## src/rtl/htp_pkg.sv

```systemverilog
// shared types, codes and defaults for the hierarchical state machine transition path
// no dependencies
`default_nettype none

package htp_pkg;

   localparam int NUM_STATES_DEF = 16;
   localparam int MAX_DEPTH_DEF  = 8;

   localparam int ID_W  = 4;
   localparam int LVL_W = 3;

   localparam logic [1:0] MODE_WRITE   = 2'd0;
   localparam logic [1:0] MODE_INITIAL = 2'd1;
   localparam logic [1:0] MODE_CHANGE  = 2'd2;

   localparam logic ACT_EXIT  = 1'b0;
   localparam logic ACT_ENTER = 1'b1;

   typedef struct packed {
      logic [ID_W-1:0]  parent;
      logic             root;
      logic [LVL_W-1:0] level;
   } htp_entry_type;

   localparam int ENTRY_W = $bits(htp_entry_type);

   typedef struct packed {
      logic            valid;
      logic            action;
      logic [ID_W-1:0] target;
      logic            error;
      logic            last;
   } htp_beat_type;

endpackage

`default_nettype wire

```

## src/rtl/htp_ram.sv

```systemverilog
// generic single write port, single read port ram with registered read data
// no dependencies
`default_nettype none

module htp_ram #(
   parameter int WIDTH = 8,
   parameter int DEPTH = 16
) (
   input  wire logic                                   clock,
   input  wire logic                                   wr_en,
   input  wire logic [(DEPTH > 1 ? $clog2(DEPTH) : 1)-1:0] wr_addr,
   input  wire logic [WIDTH-1:0]                       wr_data,
   input  wire logic [(DEPTH > 1 ? $clog2(DEPTH) : 1)-1:0] rd_addr,
   output logic      [WIDTH-1:0]                       rd_data
);

   logic [WIDTH-1:0] mem_ff [DEPTH];
   logic [WIDTH-1:0] rd_data_ff;

   always_ff @(posedge clock) begin
      if (wr_en) begin
         mem_ff[wr_addr] <= wr_data;
      end
      rd_data_ff <= mem_ff[rd_addr];
   end

   assign rd_data = rd_data_ff;

endmodule

`default_nettype wire

```

## src/rtl/htp_seq.sv

```systemverilog
// transition sequencer: table writes, ancestor walk over the table rams, exit and entry stacks
// depends on htp_pkg
`default_nettype none

module htp_seq #(
   parameter int NUM_STATES = htp_pkg::NUM_STATES_DEF,
   parameter int MAX_DEPTH  = htp_pkg::MAX_DEPTH_DEF,
   localparam int AW = (NUM_STATES > 1) ? $clog2(NUM_STATES) : 1
) (
   input  wire logic                        clock,
   input  wire logic                        reset,
   input  wire logic                        req_valid,
   output logic                             req_ready,
   input  wire logic [1:0]                  req_mode,
   input  wire logic [htp_pkg::ID_W-1:0]    req_state_id,
   input  wire logic [htp_pkg::ID_W-1:0]    req_parent_id,
   input  wire logic                        req_has_parent,
   input  wire logic [htp_pkg::LVL_W-1:0]   req_nest_level,
   output logic                             tbl_wr_en,
   output logic [AW-1:0]                    tbl_wr_addr,
   output htp_pkg::htp_entry_type           tbl_wr_data,
   output logic [AW-1:0]                    f_addr,
   output logic [AW-1:0]                    t_addr,
   input  wire htp_pkg::htp_entry_type      f_entry,
   input  wire htp_pkg::htp_entry_type      t_entry,
   output htp_pkg::htp_beat_type            beat,
   input  wire logic                        beat_ready
);

   localparam int CW = $clog2(MAX_DEPTH + 1);
   localparam int SW = (MAX_DEPTH > 1) ? $clog2(MAX_DEPTH) : 1;
   localparam logic [CW-1:0] DEPTH_C = CW'(MAX_DEPTH);
   localparam logic [CW-1:0] ONE_C   = CW'(1);
   localparam logic [8:0]    NS_C    = 9'(NUM_STATES);

   localparam logic [2:0] ST_IDLE  = 3'd0;
   localparam logic [2:0] ST_WALK  = 3'd1;
   localparam logic [2:0] ST_EXIT  = 3'd2;
   localparam logic [2:0] ST_ENTER = 3'd3;
   localparam logic [2:0] ST_ONE   = 3'd4;

   logic [2:0]                 state_ff, state_in;
   logic [htp_pkg::ID_W-1:0]   cur_ff, cur_in;
   logic [htp_pkg::ID_W-1:0]   sid_ff, sid_in;
   logic [htp_pkg::ID_W-1:0]   f_ff, f_in;
   logic [htp_pkg::ID_W-1:0]   t_ff, t_in;
   logic                       f_rng_ff, f_rng_in;
   logic                       t_rng_ff, t_rng_in;
   logic                       eq_ff, eq_in;
   logic [CW-1:0]              nx_ff, nx_in;
   logic [CW-1:0]              ne_ff, ne_in;
   logic [CW-1:0]              xi_ff, xi_in;
   logic                       one_act_ff, one_act_in;
   logic                       one_err_ff, one_err_in;
   logic [htp_pkg::ID_W-1:0]   exit_stk_ff [MAX_DEPTH];
   logic [htp_pkg::ID_W-1:0]   ent_stk_ff  [MAX_DEPTH];

   logic                       accept;
   logic                       x_push, e_push;
   logic                       done, fault;
   logic [htp_pkg::LVL_W-1:0]  lf, lt;
   logic                       rf, rt;
   logic [htp_pkg::ID_W-1:0]   pf, pt;
   logic [CW-1:0]              ne_m1, nx_m1, nx_next;

   assign lf = f_rng_ff ? f_entry.level  : '0;
   assign lt = t_rng_ff ? t_entry.level  : '0;
   assign rf = f_rng_ff ? f_entry.root   : 1'b1;
   assign rt = t_rng_ff ? t_entry.root   : 1'b1;
   assign pf = f_rng_ff ? f_entry.parent : '0;
   assign pt = t_rng_ff ? t_entry.parent : '0;

   assign ne_m1 = ne_ff - ONE_C;
   assign nx_m1 = nx_ff - ONE_C;

   assign accept = req_valid && req_ready;

   assign tbl_wr_addr        = AW'(req_state_id);
   assign tbl_wr_data.parent = req_parent_id;
   assign tbl_wr_data.root   = !req_has_parent;
   assign tbl_wr_data.level  = req_nest_level;
   assign f_addr             = AW'(f_in);
   assign t_addr             = AW'(t_in);
   assign f_rng_in           = ({5'd0, f_in} < NS_C);
   assign t_rng_in           = ({5'd0, t_in} < NS_C);

   always_comb begin
      state_in   = state_ff;
      cur_in     = cur_ff;
      sid_in     = sid_ff;
      f_in       = f_ff;
      t_in       = t_ff;
      eq_in      = eq_ff;
      nx_in      = nx_ff;
      ne_in      = ne_ff;
      xi_in      = xi_ff;
      one_act_in = one_act_ff;
      one_err_in = one_err_ff;
      req_ready  = 1'b0;
      tbl_wr_en  = 1'b0;
      x_push     = 1'b0;
      e_push     = 1'b0;
      done       = 1'b0;
      fault      = 1'b0;
      nx_next    = nx_ff;
      beat       = '0;

      unique case (state_ff)
         ST_IDLE: begin
            req_ready = 1'b1;
            if (accept) begin
               priority if (req_mode == htp_pkg::MODE_WRITE) begin
                  tbl_wr_en = ({5'd0, req_state_id} < NS_C);
               end else if (req_mode == htp_pkg::MODE_INITIAL) begin
                  cur_in     = req_state_id;
                  sid_in     = req_state_id;
                  one_act_in = htp_pkg::ACT_ENTER;
                  one_err_in = 1'b0;
                  state_in   = ST_ONE;
               end else if (req_mode == htp_pkg::MODE_CHANGE && req_state_id != cur_ff) begin
                  f_in     = cur_ff;
                  t_in     = req_state_id;
                  sid_in   = req_state_id;
                  eq_in    = 1'b0;
                  nx_in    = '0;
                  ne_in    = '0;
                  state_in = ST_WALK;
               end else begin
                  state_in = ST_IDLE;
               end
            end
         end
         ST_WALK: begin
            if (!eq_ff && lf != lt) begin
               if (lf > lt) begin
                  if (nx_ff == DEPTH_C || rf) begin
                     fault = 1'b1;
                  end else begin
                     x_push = 1'b1;
                     nx_in  = nx_ff + ONE_C;
                     f_in   = pf;
                  end
               end else begin
                  if (ne_ff == DEPTH_C || rt) begin
                     fault = 1'b1;
                  end else begin
                     e_push = 1'b1;
                     ne_in  = ne_ff + ONE_C;
                     t_in   = pt;
                  end
               end
            end else begin
               eq_in = 1'b1;
               priority if (f_ff == t_ff) begin
                  done = 1'b1;
               end else if (nx_ff == DEPTH_C || ne_ff == DEPTH_C) begin
                  fault = 1'b1;
               end else begin
                  x_push = 1'b1;
                  e_push = 1'b1;
                  nx_in  = nx_ff + ONE_C;
                  ne_in  = ne_ff + ONE_C;
                  priority if (rf && rt) begin
                     done = 1'b1;
                  end else if (rf || rt) begin
                     fault = 1'b1;
                  end else begin
                     f_in = pf;
                     t_in = pt;
                  end
               end
            end
            nx_next = nx_in;
            priority if (fault) begin
               one_act_in = htp_pkg::ACT_EXIT;
               one_err_in = 1'b1;
               state_in   = ST_ONE;
            end else if (done) begin
               cur_in   = sid_ff;
               xi_in    = '0;
               state_in = (nx_next != '0) ? ST_EXIT : ST_ENTER;
            end else begin
               state_in = ST_WALK;
            end
         end
         ST_EXIT: begin
            beat.valid  = 1'b1;
            beat.action = htp_pkg::ACT_EXIT;
            beat.target = exit_stk_ff[xi_ff[SW-1:0]];
            beat.last   = (xi_ff == nx_m1) && (ne_ff == '0);
            if (beat_ready) begin
               xi_in = xi_ff + ONE_C;
               if (xi_ff == nx_m1) begin
                  state_in = (ne_ff != '0) ? ST_ENTER : ST_IDLE;
               end
            end
         end
         ST_ENTER: begin
            beat.valid  = 1'b1;
            beat.action = htp_pkg::ACT_ENTER;
            beat.target = ent_stk_ff[ne_m1[SW-1:0]];
            beat.last   = (ne_ff == ONE_C);
            if (beat_ready) begin
               ne_in = ne_m1;
               if (ne_ff == ONE_C) begin
                  state_in = ST_IDLE;
               end
            end
         end
         ST_ONE: begin
            beat.valid  = 1'b1;
            beat.action = one_act_ff;
            beat.target = sid_ff;
            beat.error  = one_err_ff;
            beat.last   = 1'b1;
            if (beat_ready) begin
               state_in = ST_IDLE;
            end
         end
         default: begin
            state_in = ST_IDLE;
         end
      endcase
   end

   always_ff @(posedge clock) begin
      if (reset) begin
         state_ff <= ST_IDLE;
         cur_ff   <= '0;
         eq_ff    <= 1'b0;
         nx_ff    <= '0;
         ne_ff    <= '0;
         xi_ff    <= '0;
      end else begin
         state_ff <= state_in;
         cur_ff   <= cur_in;
         eq_ff    <= eq_in;
         nx_ff    <= nx_in;
         ne_ff    <= ne_in;
         xi_ff    <= xi_in;
      end
   end

   always_ff @(posedge clock) begin
      sid_ff     <= sid_in;
      f_ff       <= f_in;
      t_ff       <= t_in;
      f_rng_ff   <= f_rng_in;
      t_rng_ff   <= t_rng_in;
      one_act_ff <= one_act_in;
      one_err_ff <= one_err_in;
      if (x_push) begin
         exit_stk_ff[nx_ff[SW-1:0]] <= f_ff;
      end
      if (e_push) begin
         ent_stk_ff[ne_ff[SW-1:0]] <= t_ff;
      end
   end

`ifndef SYNTH
   a_change_starts_walk: assert property (@(posedge clock) disable iff (reset)
      accept && req_mode == htp_pkg::MODE_CHANGE && req_state_id != cur_ff
      |=> state_ff == ST_WALK)
      else $error("change beat did not start the walk");

   a_counts_bounded: assert property (@(posedge clock) disable iff (reset)
      nx_ff <= DEPTH_C && ne_ff <= DEPTH_C)
      else $error("stack count beyond depth bound");

   a_enter_has_entries: assert property (@(posedge clock) disable iff (reset)
      state_ff == ST_ENTER |-> ne_ff != '0)
      else $error("entry emission with empty stack");

   a_exit_index_in_range: assert property (@(posedge clock) disable iff (reset)
      state_ff == ST_EXIT |-> xi_ff < nx_ff)
      else $error("exit index past exit count");
`endif

endmodule

`default_nettype wire

```

## src/rtl/htp_out.sv

```systemverilog
// output register for result beats, decouples the sequencer from the rsp channel
// depends on htp_pkg
`default_nettype none

module htp_out (
   input  wire logic                      clock,
   input  wire logic                      reset,
   input  wire htp_pkg::htp_beat_type     beat,
   output logic                           beat_ready,
   output logic                           rsp_valid,
   input  wire logic                      rsp_ready,
   output logic                           rsp_action,
   output logic [htp_pkg::ID_W-1:0]       rsp_target,
   output logic                           rsp_error,
   output logic                           rsp_last
);

   logic                     valid_ff, valid_in;
   logic                     action_ff;
   logic [htp_pkg::ID_W-1:0] target_ff;
   logic                     error_ff;
   logic                     last_ff;
   logic                     load;

   assign beat_ready = !valid_ff || rsp_ready;
   assign load       = beat.valid && beat_ready;

   always_comb begin
      valid_in = valid_ff;
      if (load) begin
         valid_in = 1'b1;
      end else if (rsp_ready) begin
         valid_in = 1'b0;
      end
   end

   always_ff @(posedge clock) begin
      if (reset) begin
         valid_ff <= 1'b0;
      end else begin
         valid_ff <= valid_in;
      end
   end

   always_ff @(posedge clock) begin
      if (load) begin
         action_ff <= beat.action;
         target_ff <= beat.target;
         error_ff  <= beat.error;
         last_ff   <= beat.last;
      end
   end

   assign rsp_valid  = valid_ff;
   assign rsp_action = action_ff;
   assign rsp_target = target_ff;
   assign rsp_error  = error_ff;
   assign rsp_last   = last_ff;

endmodule

`default_nettype wire

```

## src/rtl/hsm_transition_path.sv

```systemverilog
// hierarchical state machine transition path: top level with two table ram copies
// depends on htp_pkg, htp_ram, htp_seq, htp_out
// a write beat writes both table copies when accepted; an initial beat yields a single enter beat
// a change walks one ancestor step per cycle, then moves one result beat per cycle to the
// output register whenever that register can take it (beat_ready)
// reset clears control state and the current state; table contents are undefined until written
`default_nettype none

module hsm_transition_path #(
   parameter int NUM_STATES = htp_pkg::NUM_STATES_DEF,
   parameter int MAX_DEPTH  = htp_pkg::MAX_DEPTH_DEF
) (
   input  wire logic                        clock,
   input  wire logic                        reset,
   input  wire logic                        req_valid,
   output logic                             req_ready,
   input  wire logic [1:0]                  req_mode,
   input  wire logic [htp_pkg::ID_W-1:0]    req_state_id,
   input  wire logic [htp_pkg::ID_W-1:0]    req_parent_id,
   input  wire logic                        req_has_parent,
   input  wire logic [htp_pkg::LVL_W-1:0]   req_nest_level,
   output logic                             rsp_valid,
   input  wire logic                        rsp_ready,
   output logic                             rsp_action,
   output logic [htp_pkg::ID_W-1:0]         rsp_target,
   output logic                             rsp_error,
   output logic                             rsp_last
);

   localparam int AW = (NUM_STATES > 1) ? $clog2(NUM_STATES) : 1;

   logic                   tbl_wr_en;
   logic [AW-1:0]          tbl_wr_addr;
   htp_pkg::htp_entry_type tbl_wr_data;
   logic [AW-1:0]          f_addr, t_addr;
   htp_pkg::htp_entry_type f_entry, t_entry;
   htp_pkg::htp_beat_type  beat;
   logic                   beat_ready;

   htp_ram #(
      .WIDTH (htp_pkg::ENTRY_W),
      .DEPTH (NUM_STATES)
   ) u_ram_f (
      .clock   (clock),
      .wr_en   (tbl_wr_en),
      .wr_addr (tbl_wr_addr),
      .wr_data (tbl_wr_data),
      .rd_addr (f_addr),
      .rd_data (f_entry)
   );

   htp_ram #(
      .WIDTH (htp_pkg::ENTRY_W),
      .DEPTH (NUM_STATES)
   ) u_ram_t (
      .clock   (clock),
      .wr_en   (tbl_wr_en),
      .wr_addr (tbl_wr_addr),
      .wr_data (tbl_wr_data),
      .rd_addr (t_addr),
      .rd_data (t_entry)
   );

   htp_seq #(
      .NUM_STATES (NUM_STATES),
      .MAX_DEPTH  (MAX_DEPTH)
   ) u_seq (
      .clock          (clock),
      .reset          (reset),
      .req_valid      (req_valid),
      .req_ready      (req_ready),
      .req_mode       (req_mode),
      .req_state_id   (req_state_id),
      .req_parent_id  (req_parent_id),
      .req_has_parent (req_has_parent),
      .req_nest_level (req_nest_level),
      .tbl_wr_en      (tbl_wr_en),
      .tbl_wr_addr    (tbl_wr_addr),
      .tbl_wr_data    (tbl_wr_data),
      .f_addr         (f_addr),
      .t_addr         (t_addr),
      .f_entry        (f_entry),
      .t_entry        (t_entry),
      .beat           (beat),
      .beat_ready     (beat_ready)
   );

   htp_out u_out (
      .clock      (clock),
      .reset      (reset),
      .beat       (beat),
      .beat_ready (beat_ready),
      .rsp_valid  (rsp_valid),
      .rsp_ready  (rsp_ready),
      .rsp_action (rsp_action),
      .rsp_target (rsp_target),
      .rsp_error  (rsp_error),
      .rsp_last   (rsp_last)
   );

endmodule

`default_nettype wire

```

## config.mk

```make
export PLATFORM = sky130hd
export DESIGN_NAME = hsm_transition_path
export DESIGN_NICKNAME = d
export VERILOG_FILES = /design/src/rtl/htp_pkg.sv /design/src/rtl/htp_ram.sv /design/src/rtl/htp_seq.sv /design/src/rtl/htp_out.sv /design/src/rtl/hsm_transition_path.sv
export SDC_FILE = /design/constraint.sdc
export NUM_CORES = 1
export LEC_CHECK = 0
export CAP_MARGIN = 25
export CORE_UTILIZATION = 30
export DETAILED_ROUTE_END_ITERATION = 10
export DONT_BUFFER_PORTS = 1
export PLACE_DENSITY = 0.46
export SYNTH_ARGS = -nofsm -noshare
export SYNTH_HDL_FRONTEND = slang
export SYNTH_SLANG_ARGS = --single-unit
```

## constraint.sdc

```tcl
create_clock -name clock -period 3.75 [get_ports clock]
set_input_delay 0.375 -clock clock [delete_from_list [all_inputs] [get_ports clock]]
set_output_delay 0.375 -clock clock [all_outputs]
set_load 0.05 [all_outputs]
```

==> impl_results.md <==
* Status: finished, final reports clean
* RSZ-0062 raised after global routing: false
* Wire per inst at 24.2 um
* Iteration-0 DRC Markers at 894
* Cell variety after synth at 77
* Vias per cell at 5.62
* Compound-Gate Fraction of Synth Area at 0.189
* Sequential Power Share at 0.318
* Syn nets at 1141
* First-pass GRT wire length at 62.0 mm
* Synth Area per Inst at 11.5 um^2
* Die ar. at 43500 um^2
* Internal power at 6.55 mW
* NetSw at 4.29 mW
* Post-synth ARST share at 0
* CP Capture Type: flop
* Clk_lat worst skew at 0.56 ns
* CP Max Fanout at 20
* Final hold violation count at 0
* Kind of critical path: reg2reg
* Xor/xnor share of the synthesized area at 0.0129
* Adder-Cell Fraction of Synth Area at 0.0117
* Critical-path top delay cell: o41a_4
* LEAKAGE at 5.03 nW
* Hold Path Class: in2reg
* # nets final at 1175
* Netlist Area Pre-Place at 12800 um^2
* Chip Height at 209 um
* Slowest stage delay, CP at 0.58 ns
* VDD IR-drop max at 477 uV
* DP Wirelength at 28.6 mm
* GPL Wtd Cong at 0.897
* Num rows at 75
* CTS max path bufs at 3
* Core Box Area at 42000 um^2
* Final max-slew violation count at 0
* Required time worst endpoint at 4.25 ns
* Max frequency at 280 MHz
* Cell taking the most area after synthesis: edfxtp_1
* Pwr per Cell Area at 731 nW/um^2
* Register area share after synthesis at 0.556
* Htree depth at 1
* DRC Markers at 0
* Min Tclk post-route at 3.57 ns
* Die width at 209 um
* CTS tree: yes
* TritonRoute pass-1 iters at 5
* Max Cap Violations at 0
* Starting Density at 0.304
* Simple-Gate Fraction of Synth Area at 0.134
* Crit path cell chain: inv_1, ha_1, and3b_1, o41a_4, buf_4, o21a_1, a211oi_4, o21ai_1, buf_4, o22ai_1, a2111o_1
* Synth area leaders: edfxtp_1 (48%), dfxtp_1 (7.5%), nand3_1 (4.2%)
* GRT overflow at 0
* Final setup fails at 0
* Clock power share at 0.268
* CP delay by family, top: compound AO/OA/AOI/OAI gates
* CP Buf/Inv Count at 3
* Top-level port count at 27
* Slew margin rel. at 0.356
* Arrival @ worst endpoint at 4.08 ns
* Largest family of logic cells by synthesized area: compound AO/OA/AOI/OAI gates
* Final ANT Viol Nets at 0
* CTS buffer count at 29
* Placed Cells at 1639
* Port bufs at 0
* Total track usage at 0.190
* Mux contribution to synthesized area at 0.0601
* Post-synth top area share at 0.481
* Clock transition at path regs at 0.06 ns
* Vias in the first global route at 9322
* Clock Sinks at 253
* Setup TNS at 0 ns
* Ys Warns at 0
* Initial antenna violation count at 2
* Routed WL at 41.4 mm
* Post-synthesis cell count at 1111
* Yosys reg bits at 253
* Top cell by count, worst path: buf_4
* Comb power frac at 0.414
* Setup Skew at 0.0155 ns
* Largest net degree at the start of global routing at 50
* Switch share at 0.396
* Final period util at 0.953
* Final std cells w/o fill at 1708
* Detailed-route via count at 9595
* Root Buffer: clkbuf_16
* Area growth, synth to finish at 16.0%
* Reg2Reg Setup Slack at 0.18 ns
* Layout cells sized above 1 at 0.149
* CP Launch Type: flop
* Post-synth EDFFs at 205
* Measured slew at the worst slew-check pin at 0.963 ns
* Primary FF master, synth: edfxtp_1
==> cell usage in the layout, fill, tap and decap left out, drive strengths merged, types with 9 or more instances in the layout <==
cell type and count:
clkbuf 36, dfxtp 48, and3 17, o2111ai 9, nand3 107, and2 23, edfxtp 205, o2bb2ai 15
nor3 23, o211ai 42, a21oi 88, inv 28, nor2 62, o21a 11, ha 12, o21ai 46
nand2b 11, dlygate4sd3 12, a22o 13, buf 71, nor2b 10, or3 9, mux4 16, a211oi 25
clkinv 9, a32o 18, mux2i 30, xor2 11, nand2 52
==> power groups by stage <==
stage,clock network [mW],registers [mW],logic (mW)
2_1_floorplan,0,3.49,2.81
3_3_place_gp,0,3.51,4.28
3_5_place_dp,0,3.50,4.32
4_1_cts,2.98,3.44,4.38
5_1_grt,3.07,3.45,4.79
6_report,2.91,3.45,4.49
==> final timing paths <==
| kind | end | from | depth (start not counted) |
|---|---|---|---|
| worst min-delay path | u_out.rsp_valid | rsp_ready | 2 |
| worst min register to register | u_seq.eq_ff | u_seq.eq_ff | 2 |
| worst max-delay path | u_ram_f.rd_data[6] | u_seq.ne_ff[1] | 11 |
| worst max register to register | u_ram_f.rd_data[6] | u_seq.ne_ff[1] | 11 |
==> kinds of logic after synthesis <==
logic type / count (synthesis)
buffers and inverters: 106
xor gates and xnor gates: 18
DFF: 253
adders and majority gates: 12
muxes: 54
and+or+nand+nor: 338
AOI/OAI and AO/OA: 330
==> synth_stat cells (all sizes together), types with 10 or more instances <==
cell / n
edfxtp: 205
nand3: 107
a21oi: 88
nor2: 62
nand2: 52
clkbuf: 50
dfxtp: 48
o21ai: 46
o211ai: 42
buf: 31
mux2i: 30
a211oi: 25
inv: 25
and2: 23
nor3: 23
a32o: 18
and3: 17
mux4: 16
o2bb2ai: 15
a22o: 13
ha: 12
nand2b: 11
o21a: 11
xor2: 11
nor2b: 10
==> registers in the layout, summed over array words and instances (netlist names), named ones only <==
register / flops
u_ram_t.mem_ff: 128
u_seq.ent_stk_ff: 32
u_seq.exit_stk_ff: 32
u_ram_f.rd_data: 8
u_ram_t.rd_data: 8
u_out.rsp_target: 4
u_seq.cur_ff: 4
u_seq.f_ff: 4
u_seq.ne_ff: 4
u_seq.nx_ff: 4
u_seq.sid_ff: 4
u_seq.t_ff: 4
u_seq.xi_ff: 4
u_seq.state_ff: 3
u_out.rsp_action: 1
u_out.rsp_error: 1
u_out.rsp_last: 1
u_out.rsp_valid: 1
u_seq.eq_ff: 1
u_seq.one_act_ff: 1
u_seq.one_err_ff: 1
==> cell type report <==
class / instances / area [um^2]
Antenna cell: 2 / 5.00
Fill cell: 4135 / 27200
Inverter: 25 / 93.8
Timing Repair Buffer: 84 / 714
Tap cell: 539 / 674
Sequential cell: 253 / 7120
Multi-Input combinational cell: 752 / 5260
Clock buffer: 35 / 758
Clock inverter: 18 / 211
==> repair_timing <==
item,in CTS,in global routing
hold buffers,12,0
setup buffers,0,1
setup endpoints to repair,0,9
hold endpoints to repair,140,0
gates resized for setup,0,7
==> layer usage <==
layer / track usage / vias to the layer above / part of all wire
met3: 0.0395 / 72 / 0.064
li1: - / 4428 / -
met2: 0.292 / 339 / 0.45
met4: 0.0626 / 0 / 0.032
met5: 0 / - / 0
met1: 0.265 / 4756 / 0.45
==> stage by stage <==
stage	utilization	setup WS (ns)	hold WS [ns]	area [um^2]	power (mW)
after detailed placement	0.326	0.124	0.451	13700	7.82
after global routing	0.353	0.0423	0.0643	14800	11.3
after global placement	0.326	0.236	0.449	13700	7.80
final	0.353	0.175	0.0800	14800	10.8
after CTS	0.352	0.0944	0.0407	14800	10.8
after floorplan	-	0.0818	0.447	12800	6.30
Note: power is estimated with default switching activity, not from simulation.
